`src/hdl/tps_pkg.sv`:
```
// ----------------------------------------------------------------------------
// tps_pkg
// Shared types and constants of the tone pattern sequencer.
// ----------------------------------------------------------------------------
`default_nettype none

package tps_pkg;

   localparam int HZ_W   = 16;
   localparam int MS_W   = 16;
   localparam int REP_W  = 8;
   localparam int DUTY_W = 7;
   localparam int CLK_W  = 27;
   localparam int PER_W  = HZ_W + 1;
   localparam int PROD_W = PER_W + DUTY_W;
   localparam int OP_W   = 3;
   localparam int PH_W   = 2;
   localparam int CSR_IDX_W = 2;

   // operation codes
   localparam logic [OP_W-1:0] OP_TICK       = 3'd0;
   localparam logic [OP_W-1:0] OP_PATTERN    = 3'd1;
   localparam logic [OP_W-1:0] OP_ONCE       = 3'd2;
   localparam logic [OP_W-1:0] OP_HOLD_START = 3'd3;
   localparam logic [OP_W-1:0] OP_HOLD_STOP  = 3'd4;
   localparam logic [OP_W-1:0] OP_STOP_ALL   = 3'd5;

   // pattern machine phases
   localparam logic [PH_W-1:0] PH_IDLE = 2'd0;
   localparam logic [PH_W-1:0] PH_ON   = 2'd1;
   localparam logic [PH_W-1:0] PH_OFF  = 2'd2;

   // register indexes
   localparam logic [CSR_IDX_W-1:0] CSR_MIN_HZ = 2'd0;
   localparam logic [CSR_IDX_W-1:0] CSR_MAX_HZ = 2'd1;
   localparam logic [CSR_IDX_W-1:0] CSR_CLK_HZ = 2'd2;

   localparam logic [HZ_W-1:0]  MIN_HZ_RST = 16'd100;
   localparam logic [HZ_W-1:0]  MAX_HZ_RST = 16'd10000;
   localparam logic [CLK_W-1:0] CLK_HZ_RST = 27'd1000000;

   localparam logic [DUTY_W-1:0] DUTY_MIN   = 7'd1;
   localparam logic [DUTY_W-1:0] DUTY_MAX   = 7'd99;
   localparam logic [HZ_W-1:0]   PCT_DIV    = 16'd100;
   localparam logic [HZ_W-1:0]   RELOAD_MAX = 16'hFFFF;

   typedef struct packed {
      logic [HZ_W-1:0]   hz;
      logic [MS_W-1:0]   on_ms;
      logic [MS_W-1:0]   off_ms;
      logic [REP_W-1:0]  rep_count;
      logic [DUTY_W-1:0] duty;
   } pattern_type;

   typedef struct packed {
      logic [HZ_W-1:0]   hz;
      logic [DUTY_W-1:0] duty;
   } tone_req_type;

   typedef struct packed {
      logic [HZ_W-1:0]  min_hz;
      logic [HZ_W-1:0]  max_hz;
      logic [CLK_W-1:0] clk_hz;
   } tone_cfg_type;

endpackage

`default_nettype wire

```
`src/hdl/tone_pattern_sequencer_top.sv`:
```
// ----------------------------------------------------------------------------
// tone_pattern_sequencer_top
// Buzzer tone sequencer: pattern queue, 1 ms phase machine, PWM setup.
// ----------------------------------------------------------------------------
// One request word carries one command (tick, queue pattern, queue single
// tone, hold start, hold stop, stop all) and yields exactly one response word
// with the PWM enable, reload and compare values, busy flag, free queue
// slots and pattern phase as they stand after the command. Requests are taken
// one at a time; a response may wait on rsp_ready while the next request is
// already accepted. A command that starts no tone goes from execution
// straight to the response. A command that starts a tone (hold start, or a
// tick that begins a repetition) waits for the tone unit: its bit-serial
// divider (one quotient bit per cycle) forms clk/hz unless the clamped hz is
// zero; then a shift-add multiply and a second divide give period*duty/100.
// The queue is a RAM of QUEUE_DEPTH slots holding up to QUEUE_DEPTH-1
// patterns; stop all empties it by resetting its pointers. CSR writes
// (min_hz, max_hz, timer_clk_hz) land on the next edge with no gating; make
// them only while no request or response word is in flight.
// ----------------------------------------------------------------------------
`default_nettype none

module tone_pattern_sequencer_top #(
   parameter int QUEUE_DEPTH = 8
) (
   input  wire logic                            clock,
   input  wire logic                            reset,
   // request channel
   input  wire logic                            req_valid,
   output      logic                            req_ready,
   input  wire logic [tps_pkg::OP_W-1:0]        req_operation,
   input  wire logic [tps_pkg::HZ_W-1:0]        req_tone_hz,
   input  wire logic [tps_pkg::MS_W-1:0]        req_on_time_ms,
   input  wire logic [tps_pkg::MS_W-1:0]        req_off_time_ms,
   input  wire logic [tps_pkg::REP_W-1:0]       req_repeat_count,
   input  wire logic [tps_pkg::DUTY_W-1:0]      req_duty_percent,
   // response channel
   output      logic                            rsp_valid,
   input  wire logic                            rsp_ready,
   output      logic                            rsp_accepted,
   output      logic                            rsp_pwm_enable,
   output      logic [tps_pkg::HZ_W-1:0]        rsp_reload_value,
   output      logic [tps_pkg::HZ_W-1:0]        rsp_compare_value,
   output      logic                            rsp_busy_res,
   output      logic [2:0]                      rsp_queue_free,
   output      logic [tps_pkg::PH_W-1:0]        rsp_phase,
   // configuration
   input  wire logic                            csr_write_en,
   input  wire logic [tps_pkg::CSR_IDX_W-1:0]   csr_index,
   input  wire logic [tps_pkg::CLK_W-1:0]       csr_wdata
);

   import tps_pkg::*;

   localparam int PW = $clog2(QUEUE_DEPTH);
   localparam int CW = PW + 1;
   localparam logic [PW-1:0] PTR_LAST = PW'(QUEUE_DEPTH - 1);

   localparam logic [1:0] S_IDLE = 2'd0;
   localparam logic [1:0] S_EXEC = 2'd1;
   localparam logic [1:0] S_TONE = 2'd2;
   localparam logic [1:0] S_DONE = 2'd3;

   // control state
   logic [1:0]      state_ff, state_in;
   logic [PW-1:0]   head_ff, head_in;
   logic [PW-1:0]   tail_ff, tail_in;
   logic [PH_W-1:0] phase_ff, phase_in;
   logic [MS_W-1:0] rem_ff, rem_in;
   pattern_type     cur_ff, cur_in;
   logic            hold_ff, hold_in;
   logic            pwm_ff, pwm_in;
   logic [HZ_W-1:0] reload_ff, reload_in;
   logic [HZ_W-1:0] compare_ff, compare_in;
   logic            acc_ff, acc_in;
   logic            rsp_valid_ff, rsp_valid_in;
   tone_cfg_type    cfg_ff, cfg_in;

   // latched request word
   logic [OP_W-1:0] op_ff;
   pattern_type     item_ff;

   // response word
   logic            rsp_acc_ff, rsp_pwm_ff, rsp_busy_ff;
   logic [HZ_W-1:0] rsp_reload_ff, rsp_compare_ff;
   logic [2:0]      rsp_free_ff;
   logic [PH_W-1:0] rsp_phase_ff;
   logic            rsp_load;

   // queue RAM
   logic            push;
   pattern_type     push_data;
   pattern_type     rd_data;

   // tone unit
   logic            tone_go;
   tone_req_type    tone_req;
   logic            tone_done;
   logic [HZ_W-1:0] tone_reload, tone_compare;

   // queue bookkeeping
   logic [PW-1:0]   head_nx, tail_nx;
   logic            q_empty, q_full;
   logic [CW-1:0]   used, free_cnt;
   logic [CW+2:0]   free_ext;
   logic [MS_W-1:0] rem_dec;
   logic [REP_W-1:0] rep_dec;

   assign head_nx  = (head_ff == PTR_LAST) ? '0 : head_ff + 1'b1;
   assign tail_nx  = (tail_ff == PTR_LAST) ? '0 : tail_ff + 1'b1;
   assign q_empty  = (head_ff == tail_ff);
   assign q_full   = (head_nx == tail_ff);
   assign used     = (head_ff >= tail_ff) ? ({1'b0, head_ff} - {1'b0, tail_ff})
                   : (CW'(QUEUE_DEPTH) - {1'b0, tail_ff} + {1'b0, head_ff});
   assign free_cnt = CW'(QUEUE_DEPTH - 1) - used;
   assign free_ext = {3'b000, free_cnt};
   assign rem_dec  = (rem_ff != '0) ? rem_ff - 1'b1 : '0;
   assign rep_dec  = (cur_ff.rep_count != '0) ? cur_ff.rep_count - 1'b1 : '0;

   tps_ram #(
      .WIDTH ($bits(pattern_type)),
      .DEPTH (QUEUE_DEPTH)
   ) u_queue (
      .clock   (clock),
      .wr_en   (push),
      .wr_addr (head_ff),
      .wr_data (push_data),
      .rd_addr (tail_ff),
      .rd_data (rd_data)
   );

   tps_tone u_tone (
      .clock   (clock),
      .reset   (reset),
      .start   (tone_go),
      .req     (tone_req),
      .cfg     (cfg_ff),
      .done    (tone_done),
      .reload  (tone_reload),
      .compare (tone_compare)
   );

   // configuration registers
   always_comb begin
      cfg_in = cfg_ff;
      if (csr_write_en) begin
         unique case (csr_index)
            CSR_MIN_HZ: cfg_in.min_hz = csr_wdata[HZ_W-1:0];
            CSR_MAX_HZ: cfg_in.max_hz = csr_wdata[HZ_W-1:0];
            CSR_CLK_HZ: cfg_in.clk_hz = csr_wdata;
            default: ;
         endcase
      end
   end

   // command execution
   always_comb begin
      state_in     = state_ff;
      head_in      = head_ff;
      tail_in      = tail_ff;
      phase_in     = phase_ff;
      rem_in       = rem_ff;
      cur_in       = cur_ff;
      hold_in      = hold_ff;
      pwm_in       = pwm_ff;
      reload_in    = reload_ff;
      compare_in   = compare_ff;
      acc_in       = acc_ff;
      push         = 1'b0;
      push_data    = item_ff;
      tone_go      = 1'b0;
      tone_req     = '{hz: cur_ff.hz, duty: cur_ff.duty};
      rsp_load     = 1'b0;

      unique case (state_ff)
         S_IDLE: begin
            if (req_valid) begin
               state_in = S_EXEC;
            end
         end
         S_EXEC: begin
            acc_in = 1'b1;
            unique case (op_ff)
               OP_TICK: begin
                  // held tone freezes the pattern machine
                  if (!hold_ff) begin
                     unique case (phase_ff)
                        PH_IDLE: begin
                           if (q_empty) begin
                              pwm_in = 1'b0;
                           end else begin
                              cur_in   = rd_data;
                              tail_in  = tail_nx;
                              rem_in   = rd_data.on_ms;
                              phase_in = PH_ON;
                              tone_go  = 1'b1;
                              tone_req = '{hz: rd_data.hz, duty: rd_data.duty};
                           end
                        end
                        PH_ON: begin
                           if (rem_dec == '0) begin
                              pwm_in   = 1'b0;
                              rem_in   = cur_ff.off_ms;
                              phase_in = PH_OFF;
                              if (cur_ff.off_ms == '0) begin
                                 // no gap: next repetition or finish now
                                 cur_in.rep_count = rep_dec;
                                 if (rep_dec != '0) begin
                                    tone_go  = 1'b1;
                                    rem_in   = cur_ff.on_ms;
                                    phase_in = PH_ON;
                                 end else begin
                                    phase_in = PH_IDLE;
                                 end
                              end
                           end else begin
                              rem_in = rem_dec;
                           end
                        end
                        default: begin
                           rem_in = rem_dec;
                           if (rem_dec == '0) begin
                              cur_in.rep_count = rep_dec;
                              if (rep_dec != '0) begin
                                 tone_go  = 1'b1;
                                 rem_in   = cur_ff.on_ms;
                                 phase_in = PH_ON;
                              end else begin
                                 phase_in = PH_IDLE;
                              end
                           end
                        end
                     endcase
                  end
               end
               OP_PATTERN: begin
                  if (item_ff.rep_count != '0) begin
                     if (q_full) begin
                        acc_in = 1'b0;
                     end else begin
                        push    = 1'b1;
                        head_in = head_nx;
                     end
                  end
               end
               OP_ONCE: begin
                  // single tone: no gap, one repetition
                  push_data.off_ms    = '0;
                  push_data.rep_count = REP_W'(1);
                  if (item_ff.on_ms != '0) begin
                     if (q_full) begin
                        acc_in = 1'b0;
                     end else begin
                        push    = 1'b1;
                        head_in = head_nx;
                     end
                  end
               end
               OP_HOLD_START: begin
                  hold_in  = 1'b1;
                  tone_go  = 1'b1;
                  tone_req = '{hz: item_ff.hz, duty: item_ff.duty};
               end
               OP_HOLD_STOP: begin
                  hold_in = 1'b0;
                  pwm_in  = 1'b0;
               end
               OP_STOP_ALL: begin
                  phase_in = PH_IDLE;
                  rem_in   = '0;
                  head_in  = '0;
                  tail_in  = '0;
                  hold_in  = 1'b0;
                  pwm_in   = 1'b0;
               end
               default: ;
            endcase
            state_in = tone_go ? S_TONE : S_DONE;
         end
         S_TONE: begin
            if (tone_done) begin
               reload_in  = tone_reload;
               compare_in = tone_compare;
               pwm_in     = 1'b1;
               state_in   = S_DONE;
            end
         end
         default: begin
            // S_DONE: hand the word over once the output register is free
            if (!rsp_valid_ff || rsp_ready) begin
               rsp_load = 1'b1;
               state_in = S_IDLE;
            end
         end
      endcase

      rsp_valid_in = rsp_load | (rsp_valid_ff & ~rsp_ready);
   end

   always_ff @(posedge clock) begin
      if (reset) begin
         state_ff     <= S_IDLE;
         head_ff      <= '0;
         tail_ff      <= '0;
         phase_ff     <= PH_IDLE;
         rem_ff       <= '0;
         cur_ff       <= '0;
         hold_ff      <= 1'b0;
         pwm_ff       <= 1'b0;
         reload_ff    <= '0;
         compare_ff   <= '0;
         acc_ff       <= 1'b1;
         rsp_valid_ff <= 1'b0;
         cfg_ff       <= '{min_hz: MIN_HZ_RST, max_hz: MAX_HZ_RST, clk_hz: CLK_HZ_RST};
      end else begin
         state_ff     <= state_in;
         head_ff      <= head_in;
         tail_ff      <= tail_in;
         phase_ff     <= phase_in;
         rem_ff       <= rem_in;
         cur_ff       <= cur_in;
         hold_ff      <= hold_in;
         pwm_ff       <= pwm_in;
         reload_ff    <= reload_in;
         compare_ff   <= compare_in;
         acc_ff       <= acc_in;
         rsp_valid_ff <= rsp_valid_in;
         cfg_ff       <= cfg_in;
      end
   end

   // payload registers
   always_ff @(posedge clock) begin
      if (req_valid && req_ready) begin
         op_ff             <= req_operation;
         item_ff.hz        <= req_tone_hz;
         item_ff.on_ms     <= req_on_time_ms;
         item_ff.off_ms    <= req_off_time_ms;
         item_ff.rep_count <= req_repeat_count;
         item_ff.duty      <= req_duty_percent;
      end
      if (rsp_load) begin
         rsp_acc_ff     <= acc_ff;
         rsp_pwm_ff     <= pwm_ff;
         rsp_reload_ff  <= reload_ff;
         rsp_compare_ff <= compare_ff;
         rsp_busy_ff    <= hold_ff | (phase_ff != PH_IDLE) | (used != '0);
         rsp_free_ff    <= free_ext[2:0];
         rsp_phase_ff   <= phase_ff;
      end
   end

   assign req_ready         = (state_ff == S_IDLE);
   assign rsp_valid         = rsp_valid_ff;
   assign rsp_accepted      = rsp_acc_ff;
   assign rsp_pwm_enable    = rsp_pwm_ff;
   assign rsp_reload_value  = rsp_reload_ff;
   assign rsp_compare_value = rsp_compare_ff;
   assign rsp_busy_res      = rsp_busy_ff;
   assign rsp_queue_free    = rsp_free_ff;
   assign rsp_phase         = rsp_phase_ff;

endmodule

`default_nettype wire

```
`src/hdl/tps_ram.sv`:
```
// ----------------------------------------------------------------------------
// tps_ram
// Generic single write port RAM with one registered read port.
// ----------------------------------------------------------------------------
`default_nettype none

module tps_ram #(
   parameter int WIDTH = 8,
   parameter int DEPTH = 8
) (
   input  wire logic                     clock,
   input  wire logic                     wr_en,
   input  wire logic [$clog2(DEPTH)-1:0] wr_addr,
   input  wire logic [WIDTH-1:0]         wr_data,
   input  wire logic [$clog2(DEPTH)-1:0] rd_addr,
   output      logic [WIDTH-1:0]         rd_data
);

   logic [WIDTH-1:0] mem_ff [DEPTH];
   logic [WIDTH-1:0] rd_data_ff;

   always_ff @(posedge clock) begin
      if (wr_en) begin
         mem_ff[wr_addr] <= wr_data;
      end
      rd_data_ff <= mem_ff[rd_addr];
   end

   assign rd_data = rd_data_ff;

endmodule

`default_nettype wire

```
`src/hdl/tps_div.sv`:
```
// ----------------------------------------------------------------------------
// tps_div
// Bit-serial restoring divider, one quotient bit per cycle.
// ----------------------------------------------------------------------------
`default_nettype none

module tps_div #(
   parameter int DIVIDEND_W = 27,
   parameter int DIVISOR_W  = 16
) (
   input  wire logic                  clock,
   input  wire logic                  reset,
   input  wire logic                  start,
   input  wire logic [DIVIDEND_W-1:0] dividend,
   input  wire logic [DIVISOR_W-1:0]  divisor,
   output      logic                  done,
   output      logic [DIVIDEND_W-1:0] quotient
);

   localparam int CNT_W = $clog2(DIVIDEND_W);
   localparam logic [CNT_W-1:0] LAST = CNT_W'(DIVIDEND_W - 1);

   logic                  busy_ff, busy_in;
   logic                  done_ff, done_in;
   logic [CNT_W-1:0]      cnt_ff, cnt_in;
   logic [DIVISOR_W-1:0]  rem_ff, rem_in;
   logic [DIVIDEND_W-1:0] quo_ff, quo_in;
   logic [DIVISOR_W-1:0]  dsr_ff, dsr_in;

   logic [DIVISOR_W:0] trial;
   logic [DIVISOR_W:0] diff;
   logic               ge;

   assign trial = {rem_ff, quo_ff[DIVIDEND_W-1]};
   assign ge    = (trial >= {1'b0, dsr_ff});
   assign diff  = trial - {1'b0, dsr_ff};

   always_comb begin
      busy_in = busy_ff;
      done_in = 1'b0;
      cnt_in  = cnt_ff;
      rem_in  = rem_ff;
      quo_in  = quo_ff;
      dsr_in  = dsr_ff;
      if (start) begin
         busy_in = 1'b1;
         cnt_in  = '0;
         rem_in  = '0;
         quo_in  = dividend;
         dsr_in  = divisor;
      end else if (busy_ff) begin
         rem_in = ge ? diff[DIVISOR_W-1:0] : trial[DIVISOR_W-1:0];
         quo_in = {quo_ff[DIVIDEND_W-2:0], ge};
         cnt_in = cnt_ff + 1'b1;
         if (cnt_ff == LAST) begin
            busy_in = 1'b0;
            done_in = 1'b1;
         end
      end
   end

   always_ff @(posedge clock) begin
      if (reset) begin
         busy_ff <= 1'b0;
         done_ff <= 1'b0;
      end else begin
         busy_ff <= busy_in;
         done_ff <= done_in;
      end
   end

   always_ff @(posedge clock) begin
      cnt_ff <= cnt_in;
      rem_ff <= rem_in;
      quo_ff <= quo_in;
      dsr_ff <= dsr_in;
   end

   assign done     = done_ff;
   assign quotient = quo_ff;

endmodule

`default_nettype wire

```
`src/hdl/tps_tone.sv`:
```
// ----------------------------------------------------------------------------
// tps_tone
// Tone setup: clamps frequency and duty, derives PWM reload and compare.
// ----------------------------------------------------------------------------
`default_nettype none

module tps_tone (
   input  wire logic                          clock,
   input  wire logic                          reset,
   input  wire logic                          start,
   input  wire tps_pkg::tone_req_type         req,
   input  wire tps_pkg::tone_cfg_type         cfg,
   output      logic                          done,
   output      logic [tps_pkg::HZ_W-1:0]      reload,
   output      logic [tps_pkg::HZ_W-1:0]      compare
);

   import tps_pkg::*;

   localparam logic [2:0] T_IDLE  = 3'd0;
   localparam logic [2:0] T_DIV1  = 3'd1;
   localparam logic [2:0] T_MUL   = 3'd2;
   localparam logic [2:0] T_DIVGO = 3'd3;
   localparam logic [2:0] T_DIV2  = 3'd4;

   localparam int MCNT_W = $clog2(DUTY_W);

   logic [2:0]        st_ff, st_in;
   logic              done_ff, done_in;
   logic [DUTY_W-1:0] duty_ff, duty_in;
   logic [HZ_W-1:0]   rel_ff, rel_in;
   logic [PROD_W-1:0] mcand_ff, mcand_in;
   logic [DUTY_W-1:0] mplier_ff, mplier_in;
   logic [PROD_W-1:0] prod_ff, prod_in;
   logic [MCNT_W-1:0] cnt_ff, cnt_in;
   logic [HZ_W-1:0]   reload_ff, reload_in;
   logic [HZ_W-1:0]   compare_ff, compare_in;

   logic              div_start;
   logic [CLK_W-1:0]  div_dividend;
   logic [HZ_W-1:0]   div_divisor;
   logic              div_done;
   logic [CLK_W-1:0]  div_quot;

   logic [HZ_W-1:0]   hz_c;
   logic [DUTY_W-1:0] duty_c;
   logic [CLK_W-1:0]  q_m1;
   logic [HZ_W-1:0]   rel_calc;
   logic [PER_W-1:0]  period_calc;
   logic [PER_W-1:0]  period;
   logic [PER_W-1:0]  cmp0;
   logic [PER_W-1:0]  cmp1;

   tps_div #(
      .DIVIDEND_W (CLK_W),
      .DIVISOR_W  (HZ_W)
   ) u_div (
      .clock    (clock),
      .reset    (reset),
      .start    (div_start),
      .dividend (div_dividend),
      .divisor  (div_divisor),
      .done     (div_done),
      .quotient (div_quot)
   );

   always_comb begin
      if (req.hz < cfg.min_hz) begin
         hz_c = cfg.min_hz;
      end else if (req.hz > cfg.max_hz) begin
         hz_c = cfg.max_hz;
      end else begin
         hz_c = req.hz;
      end
      if (req.duty < DUTY_MIN) begin
         duty_c = DUTY_MIN;
      end else if (req.duty > DUTY_MAX) begin
         duty_c = DUTY_MAX;
      end else begin
         duty_c = req.duty;
      end
   end

   // quotient of zero behaves as one: reload zero
   assign q_m1        = div_quot - 1'b1;
   assign rel_calc    = (div_quot == '0)        ? '0 :
                        (|q_m1[CLK_W-1:HZ_W])   ? RELOAD_MAX : q_m1[HZ_W-1:0];
   assign period_calc = {1'b0, rel_calc} + 1'b1;
   assign period      = {1'b0, rel_ff} + 1'b1;
   assign cmp0        = div_quot[PER_W-1:0];
   assign cmp1        = (cmp0 == '0) ? PER_W'(1) : cmp0;

   always_comb begin
      st_in        = st_ff;
      done_in      = 1'b0;
      duty_in      = duty_ff;
      rel_in       = rel_ff;
      mcand_in     = mcand_ff;
      mplier_in    = mplier_ff;
      prod_in      = prod_ff;
      cnt_in       = cnt_ff;
      reload_in    = reload_ff;
      compare_in   = compare_ff;
      div_start    = 1'b0;
      div_dividend = cfg.clk_hz;
      div_divisor  = hz_c;
      unique case (st_ff)
         T_IDLE: begin
            if (start) begin
               duty_in = duty_c;
               if (hz_c == '0) begin
                  // zero frequency saturates the period
                  rel_in    = RELOAD_MAX;
                  mcand_in  = PROD_W'({1'b0, RELOAD_MAX} + 1'b1);
                  mplier_in = duty_c;
                  prod_in   = '0;
                  cnt_in    = '0;
                  st_in     = T_MUL;
               end else begin
                  div_start = 1'b1;
                  st_in     = T_DIV1;
               end
            end
         end
         T_DIV1: begin
            if (div_done) begin
               rel_in    = rel_calc;
               mcand_in  = PROD_W'(period_calc);
               mplier_in = duty_ff;
               prod_in   = '0;
               cnt_in    = '0;
               st_in     = T_MUL;
            end
         end
         T_MUL: begin
            // shift-add, one duty bit per cycle
            if (mplier_ff[0]) begin
               prod_in = prod_ff + mcand_ff;
            end
            mcand_in  = {mcand_ff[PROD_W-2:0], 1'b0};
            mplier_in = {1'b0, mplier_ff[DUTY_W-1:1]};
            cnt_in    = cnt_ff + 1'b1;
            if (cnt_ff == MCNT_W'(DUTY_W - 1)) begin
               st_in = T_DIVGO;
            end
         end
         T_DIVGO: begin
            div_start    = 1'b1;
            div_dividend = CLK_W'(prod_ff);
            div_divisor  = PCT_DIV;
            st_in        = T_DIV2;
         end
         T_DIV2: begin
            if (div_done) begin
               reload_in  = rel_ff;
               compare_in = (cmp1 >= period) ? rel_ff : cmp1[HZ_W-1:0];
               done_in    = 1'b1;
               st_in      = T_IDLE;
            end
         end
         default: begin
            st_in = T_IDLE;
         end
      endcase
   end

   always_ff @(posedge clock) begin
      if (reset) begin
         st_ff   <= T_IDLE;
         done_ff <= 1'b0;
      end else begin
         st_ff   <= st_in;
         done_ff <= done_in;
      end
   end

   always_ff @(posedge clock) begin
      duty_ff    <= duty_in;
      rel_ff     <= rel_in;
      mcand_ff   <= mcand_in;
      mplier_ff  <= mplier_in;
      prod_ff    <= prod_in;
      cnt_ff     <= cnt_in;
      reload_ff  <= reload_in;
      compare_ff <= compare_in;
   end

   assign done    = done_ff;
   assign reload  = reload_ff;
   assign compare = compare_ff;

endmodule

`default_nettype wire

```
`config.mk`:
```
export PLATFORM = sky130hd
export DESIGN_NAME = tone_pattern_sequencer_top
export DESIGN_NICKNAME = d
export VERILOG_FILES = /design/src/hdl/tps_pkg.sv /design/src/hdl/tone_pattern_sequencer_top.sv /design/src/hdl/tps_ram.sv /design/src/hdl/tps_div.sv /design/src/hdl/tps_tone.sv
export SDC_FILE = /design/constraint.sdc
export NUM_CORES = 1
export LEC_CHECK = 0
export BUFFER_PORTS_ARGS = -buffer_cell sky130_fd_sc_hd__buf_2
export CORE_ASPECT_RATIO = 1.75
export CORE_MARGIN = 3
export CORE_UTILIZATION = 50
export CTS_BUF_LIST = sky130_fd_sc_hd__clkbuf_2 sky130_fd_sc_hd__clkbuf_4 sky130_fd_sc_hd__clkbuf_8
export CTS_CLUSTER_DIAMETER = 120
export DETAILED_ROUTE_END_ITERATION = 8
export GPL_TIMING_DRIVEN = 0
export HOLD_SLACK_MARGIN = 0.02
export PLACE_DENSITY = 0.66
export REMOVE_ABC_BUFFERS = 1
export SYNTH_ARGS = -nofsm -noshare
export SYNTH_HDL_FRONTEND = slang
export SYNTH_SLANG_ARGS = --single-unit
```
`constraint.sdc`:
```
create_clock -name clock -period 11.4 [get_ports clock]
set_input_delay 0.57 -clock clock [delete_from_list [all_inputs] [get_ports clock]]
set_output_delay 0.57 -clock clock [all_outputs]
set_load 0.05 [all_outputs]
```
==> metrics <==
pwr dens=approximately 180 nW/um^2; layout cells sized above 1=~18%; busiest grt layer=met2; most used cell, CP=buf_4; unrepaired setup endpoints after global routing=no; initial drt markers=1,858; met1 Usage GRT=between 20% and 30%; leakage=0.01804 uW; crit-path leading delay family=simple AND/OR/NAND/NOR gates; synthesized flop and latch total=1,040; total track usage=roughly 24%; final setup vio count=0; Tmin final=8282 ps; grt met2 use=a little over two fifths; Via density=between 5 and 6; Worst path max stage delay=roughly 930 ps; crit path max fanout=45; Clock Tree Root=clkbuf_8; Max-cap violations=0; commonest non-fill, non-tap cell in the layout=edfxtp_1; CTS Sinks=1,040; final instance area=51,590 sq um; sequential share of power=between 50% and 60%; switching power share of the total=27.40%; clk slew on worst S/H paths=60 ps; top_reg_cell synth=edfxtp_1; Slew Viols, Final=0; Fin Clk Skew=33.78 ps; Post-Syn Area=between 40,000 and 50,000 sq um; largest net degree at the start of global routing=87; met3 Use GR=4.060%; DRC violations left=0; IO Count=142; Die Span X=231.9 microns; Avg WL per Cell=approximately 22 microns; Synthesis Warnings=0; CTS tree=done; CP cell instances=buf_16 > inv_4 > buf_16 > ha_1 > and3_1 > nor3_4 > buf_8 > a22oi_1 > o2bb2ai_1 > ha_1 > and3_1 > nand3_1 > a211o_1 > o211ai_1 > and2_1 > a31oi_1 > a21oi_2 > a41oi_1 > nor4_2 > buf_4 > buf_4 > buf_4; Post-synth EDFFs=766; Worst path slowest cell=and2_1; Inserted Clock Buffers=151; Int Power=6606 uW; hold crit path type=input port to flip-flop; Slew @ Worst Pin=around 1400 ps; placed cell areas=~47,000 sq um; total grt overflow=0; total power=9099 uW; WL final=110.9 mm; vias in the first global route=30,300; Core Area=88,280 sq um; vias=between 20,000 and 30,000; sequential area share after synthesis=63.81%; WP data required=11,950 ps; buffers and inverters on the worst path=7; die height=401.3 microns; crit path launch type=flip-flop; Cell variety after synth=92; most frequent cells in the layout=edfxtp_1, nand2_1, dfxtp_1; CP endpoint kind=flip-flop; H-tree levels=4; crit share post-route=72.65%; initial antenna violation count=3; Slew HR=under 10%; Detail Route Antenna Nets=0; Mean Syn Cell Area=12.64 sq um; Hold Violations, Final=0; Site Rows=144; R2R depth=22; Crit Path Class=flip-flop to flip-flop; first-pass iteration count of the detailed router=7; Max Root-Sink Buffers=3; Crit path depth=22; Psw=between 2000 and 2500 uW; Initial Utilization=50.57%; GPL Wtd Cong=approximately 0.94; Buffers on Ports=141; status=finished, final reports clean; nets=4,007; area growth from synthesis to layout=15.55%; Syn Inst Count=3,531; hold depth=3; Setup Buffers After CTS=0; worst vdd ir=approximately 140 uV; worst skew pair latency=870 ps; first-pass GRT wire length=171.8 mm; asr flop ratio synth=0%; total die area=a little over 90,000 sq um; detailed placement HPWL=75.98 mm; clock power share=roughly a third; Peak Freq=120.7 MHz; Worst Path Arrival=a little under 9000 ps; Logic pwr share=14.7%
## kinds of logic (layout without fill, tap and decap cells)
kind of cell	count (synthesis)	in the layout	share of synthesized area [%]
xor gates and xnor gates	71	71	1.393
muxes	163	163	7.231
buffers and inverters	308	703	2.704
DFF	1040	1040	63.81
other	0	1	0
AOI/OAI and AO/OA	658	658	9.775
adders and majority gates	111	111	3.178
and+or+nand+nor	1180	1180	11.91
## final timing paths
| check | start | slack, ps | end |
|---|---|---|---|
| worst min-delay path | rsp_ready | 100 | rsp_valid$_SDFF_PP0_ |
| worst max register to register | tail_ff[2]$_SDFFE_PP0P_ | 3120 | u_tone.prod_ff[22]$_SDFFCE_PP0P_ |
| worst max-delay path | tail_ff[2]$_SDFFE_PP0P_ | 3120 | u_tone.prod_ff[22]$_SDFFCE_PP0P_ |
| worst min register to register | compare_ff[4]$_SDFFE_PP0P_ | 420 | rsp_compare_value[4]$_DFFE_PP_ |
## state kept, by name, summed over array words and instances, names as in the netlist, 24 cells and up
register,count
u_tone.mcand_ff,24
cur_ff,63
item_ff,63
cfg_ff,59
u_queue.rd_data,63
u_queue.mem_ff,504
u_tone.u_div.quotient,27
u_tone.prod_ff,24
## final cells by class
type,count,area [sq um]
multi-input cells,2183,15090
flip-flops and latches,1040,28500
well taps,1168,1461
repair buffers,310,2893
diodes,1,2.502
inverters,110,415.4
clock inverters,55,457.9
fillers,7154,36700
clock buffers,228,2763
## what timing repair did
action	CTS	global route
hold buffers	93	0
endpoints found under the setup margin	0	0
endpoints found under the hold margin	125	0
resized for setup	0	0
## layer usage
layer | wire [microns] | share of wire (%)
met1 | 40810 | 37
met2 | 59080 | 53
met5 | 0 | 0
met3 | 4832 | 4.4
met4 | 6210 | 5.6
## synthesized netlist by cell type (12+ instances only)
cell type	count	share of area, %
xnor2_1	32	0.63
o2bb2ai_1	13	0.26
a211oi_1	34	0.57
mux2_2	16	0.40
a22oi_1	23	0.39
clkbuf_1	153	1.3
edfxtp_1	766	52
nor4_1	28	0.39
inv_1	109	0.92
nand4_1	32	0.45
nand2b_1	21	0.29
and2_1	27	0.38
a21o_1	27	0.45
and3_1	13	0.18
or4_1	12	0.20
dfxtp_1	274	12
xor2_1	39	0.77
nor2b_1	41	0.57
mux4_2	126	6.4
o221ai_1	16	0.31
o22a_1	15	0.29
ha_1	107	3.0
o221a_1	20	0.50
o21ai_0	108	1.2
nor3_1	60	0.67
or3_1	21	0.29
nor2_1	212	1.8
mux2i_1	21	0.47
a31oi_1	13	0.18
nand3_1	45	0.50
nand2_1	613	5.2
a211oi_2	12	0.34
o211ai_1	19	0.32
buf_1	28	0.24
a21oi_1	253	2.8
## worst register-to-register path: stages (launching register included)
cell and delay [ps]:
dfxtp_4 680, buf_16 320, inv_4 210, buf_16 280, ha_1 360, and3_1 250, nor3_4 230, buf_8 220
a22oi_1 90, o2bb2ai_1 860, ha_1 250, and3_1 190, nand3_1 100, a211o_1 230, o211ai_1 170, and2_1 930
a31oi_1 210, a21oi_2 500, a41oi_1 300, nor4_2 900, buf_4 320, buf_4 190, buf_4 180
## metrics by stage
step	std cells	setup WS [ps]	util, %	hold WS [ps]	setup TNS (ps)
after floorplan	3333	-1065	-	408.1	-65410
after global placement	4642	-7870	52.12	411.5	-3641700
after detailed placement	4717	3134	53.70	412.2	0
after CTS	5093	3107	58.41	20.91	0
after global routing	5095	2763	58.43	71.78	0
final	5095	3118	58.43	99.79	0
## power groups by stage
| stage | registers, uW | clock network (uW) | logic, uW |
|---|---|---|---|
| finish | 4640 | 3120 | 1330 |
| global route | 4670 | 3360 | 1470 |
| CTS | 4640 | 3190 | 1340 |
| detailed placement | 4720 | 0 | 1310 |
| global placement | 4750 | 0 | 1220 |
| floorplan | 4690 | 0 | 859 |
Power figures use the tool's default switching activity.
